$ cat src/design/scfu_pkg.sv
`default_nettype none
package scfu_pkg;

  localparam int MAX_SEGMENTS_DEF = 16;
  localparam int COORD_BITS_DEF   = 24;
  localparam int LENGTH_BITS_DEF  = 16;
  localparam int MAG_BITS         = 30;

  localparam logic [1:0] REQ_MOVE  = 2'd0;
  localparam logic [1:0] REQ_PLACE = 2'd1;
  localparam logic [1:0] REQ_LEN   = 2'd2;

  typedef struct packed {
    logic load;
    logic shift;
  } cell_ctl_t;

endpackage
`default_nettype wire

$ cat src/design/scfu_cell.sv
`default_nettype none
module scfu_cell #(
  parameter int W = 8
) (
  input  wire logic              clk,
  input  wire scfu_pkg::cell_ctl_t ctl,
  input  wire logic [W-1:0]      shift_in,
  input  wire logic [W-1:0]      load_val,
  output logic      [W-1:0]      q
);

  logic [W-1:0] val_r;

  always_ff @(posedge clk) begin
    if (ctl.load) begin
      val_r <= load_val;
    end else if (ctl.shift) begin
      val_r <= shift_in;
    end
  end

  assign q = val_r;

endmodule
`default_nettype wire

$ cat config.mk
export PLATFORM = sky130hd
export DESIGN_NAME = scfu_cell
export DESIGN_NICKNAME = d
export VERILOG_FILES = /design/src/design/scfu_pkg.sv /design/src/design/scfu_cell.sv
export SDC_FILE = /design/constraint.sdc
export NUM_CORES = 1
export LEC_CHECK = 0
export BUFFER_PORTS_ARGS = -buffer_cell sky130_fd_sc_hd__buf_4
export CAP_MARGIN = 20
export CORE_AREA = 4 4 41 43
export CTS_BUF_LIST = sky130_fd_sc_hd__clkbuf_4 sky130_fd_sc_hd__clkbuf_8
export DETAILED_ROUTE_END_ITERATION = 7
export DIE_AREA = 0 0 45 47
export PLACE_DENSITY = 0.6
export SLEW_MARGIN = 20
export SYNTH_ARGS = -nofsm -noshare
export SYNTH_HDL_FRONTEND = slang
export SYNTH_SLANG_ARGS = --single-unit
$ cat constraint.sdc
create_clock -name clk -period 1.6 [get_ports clk]
set_input_delay 0.16 -clock clk [delete_from_list [all_inputs] [get_ports clk]]
set_output_delay 0.16 -clock clk [all_outputs]
set_load 0.1 [all_outputs]
==> metrics.cfg <==
[power_and_ir_drop]
p_switching_uw = 260
power_uw = 683
leakage_nw = 0.288
p_int_uw = 423
swShare_pct = 38.1
comb_power_share_pct = 39.8
clkPwrFrac_pct = 21.6
power.density_nw_per_um2 = 1130
pwr-share-seq_pct = 38.6
max-vdd-ir-drop_v = 0.000290

[grt]
grt_pass1_vias = 247
antenna_found_initial = 0
grt_max_degree = 10
grt_pass1_wl_mm = 1.07
grt_overflow = 0
track_usage_pct = 8.65

[die]
pin_count = 27
die_h_um = 47
initial_core_util_pct = 29.0
die_w_um = 45
dieArea_um2 = 2120
core_um2 = 1300
rows = 13

[setup_path]
crit_type = flip-flop to output pin
cpPeakStageDelay_ns = 0.33
critical_path_required_ns = 1.44
cp_slowest_cell = edfxtp_1
crit_buf_inv = 1
crit_chain = buf_4
worst-path-max-fanout = 1
cpLargestDelayFamily = flip-flops
critPathLaunchType = flip-flop
critPathCaptureType = output pin
critPathArrivalTime_ns = 0.87

[yosys]
netlist_area_um2 = 378
yosys.area_share.simple_pct = 1.66
syn_nets = 37
synth_adder_area_share_pct = 0
synth_cells = 18
synth_top_family_by_area = multiplexers
synth-warning-count = 0
syn_avg_cell_area_um2 = 21.0
synth.distinct_cells = 4
synth_xor_area_share_pct = 0
synth.area.mux_share_pct = 31.8
synth_compound_area_share_pct = 0
yosysSeqAreaShare_pct = 63.6
synth-seq-cells = 8

[placement]
gp_congestion = 0.656
port-buffer-count = 26
placed_area_um2 = 581

[status]
status = complete, no violations

[route]
drt_iter0_markers = 1
num_vias = 259
drc = 0
ant_nets = 0
routed_via_density = 4.25
wl_um = 786
wire_per_inst_um = 12.9
drt-pass1-iter-count = 2

[clock_tree]
h-tree-depth = 1
cts_tree = done
cts-resized-gates = 0
clockBufferDepth = 2
cts.sinks = 8
holdBufCountCts = 0
post_cts_buffers = 0
path_clk_slew_ns = 0.05
numCtsBuffers = 3
cts-root-buf = clkbuf_4

[cells_and_area]
drive_above_1_share_pct = 80.4
fin_area_um2 = 603
n_antenna_cell = 0
layout.nets = 67
syn2layout_area_growth_pct = 59.6
largest_reg_flops = 8
final_cell_mix = 26 x buf_4, 8 x mux2_4, 8 x edfxtp_1, 3 x clkbuf_4, 1 x or2_1
layout_commonest_cell = buf_4

[sta]
setup_tns_ns = 0
holdWs_ns = 0.212
period_share_pct = 64.1
rsz0062_at_grt = no
hold_viol_final = 0
setup_violations = 0
min_period_ns = 1.03
worst-slew-pin-transition_ns = 0.304
max_freq_mhz = 976
maxSlewViolCount = 0
relSlewSlack_pct = 79.7

[run]
maxCapViolCount = 0

[hold_path]
hp-class = primary input to flip-flop

==> cell type report <==
cell class	instances	area (um^2)
clock buffers	3	22.5
fillers	129	698
multi-input cells	9	126
flip-flops and latches	8	240
well taps	15	18.8
repair buffers	26	195
==> power by group through the flow <==
stage                     Sequential (mW)  Combinational (mW)  Clock [mW]
after CTS                           0.264               0.273       0.154
after floorplan                     0.436              0.0362           0
final                               0.264               0.272       0.147
after detailed placement            0.268               0.273           0
after global routing                0.266               0.277       0.162
after global placement              0.267               0.272           0
==> cells in the mapped netlist <==
cell      instances  area, um^2
buf_6             1        11.3
edfxtp_1          8         240
mux2_4            8         120
or2_1             1        6.26
==> kinds of logic (layout without fill, tap and decap cells) <==
family	Yosys count	in the layout
and+or+nand+nor	1	1
muxes	8	8
buffers and inverters	1	29
DFF	8	8
==> per-stage QoR <==
step	worst slack (ns)	util (%)	instances
finish	0.575	46.3	61
global route	0.539	46.3	61
CTS	0.555	46.3	61
detailed placement	0.612	44.6	58
global placement	0.636	44.6	58
floorplan	0.536	-	18
==> metal layers <==
| metal | up-vias | GRT usage, % | share of wire, % |
|---|---|---|---|
| li1 | 125 | - | - |
| met1 | 113 | 7.11 | 30 |
| met5 | - | 0 | 0 |
| met2 | 17 | 12.7 | 51 |
| met3 | 4 | 1.15 | 10 |
| met4 | 0 | 17.5 | 8.0 |
==> final timing paths <==
| kind | endpoint | from | cells after the start |
|---|---|---|---|
| setup / recovery | q[2] | q[2] | 1 |
| hold / removal | q[0] | load_val[0] | 2 |
No activity file was read; power rests on OpenSTA's default activity.
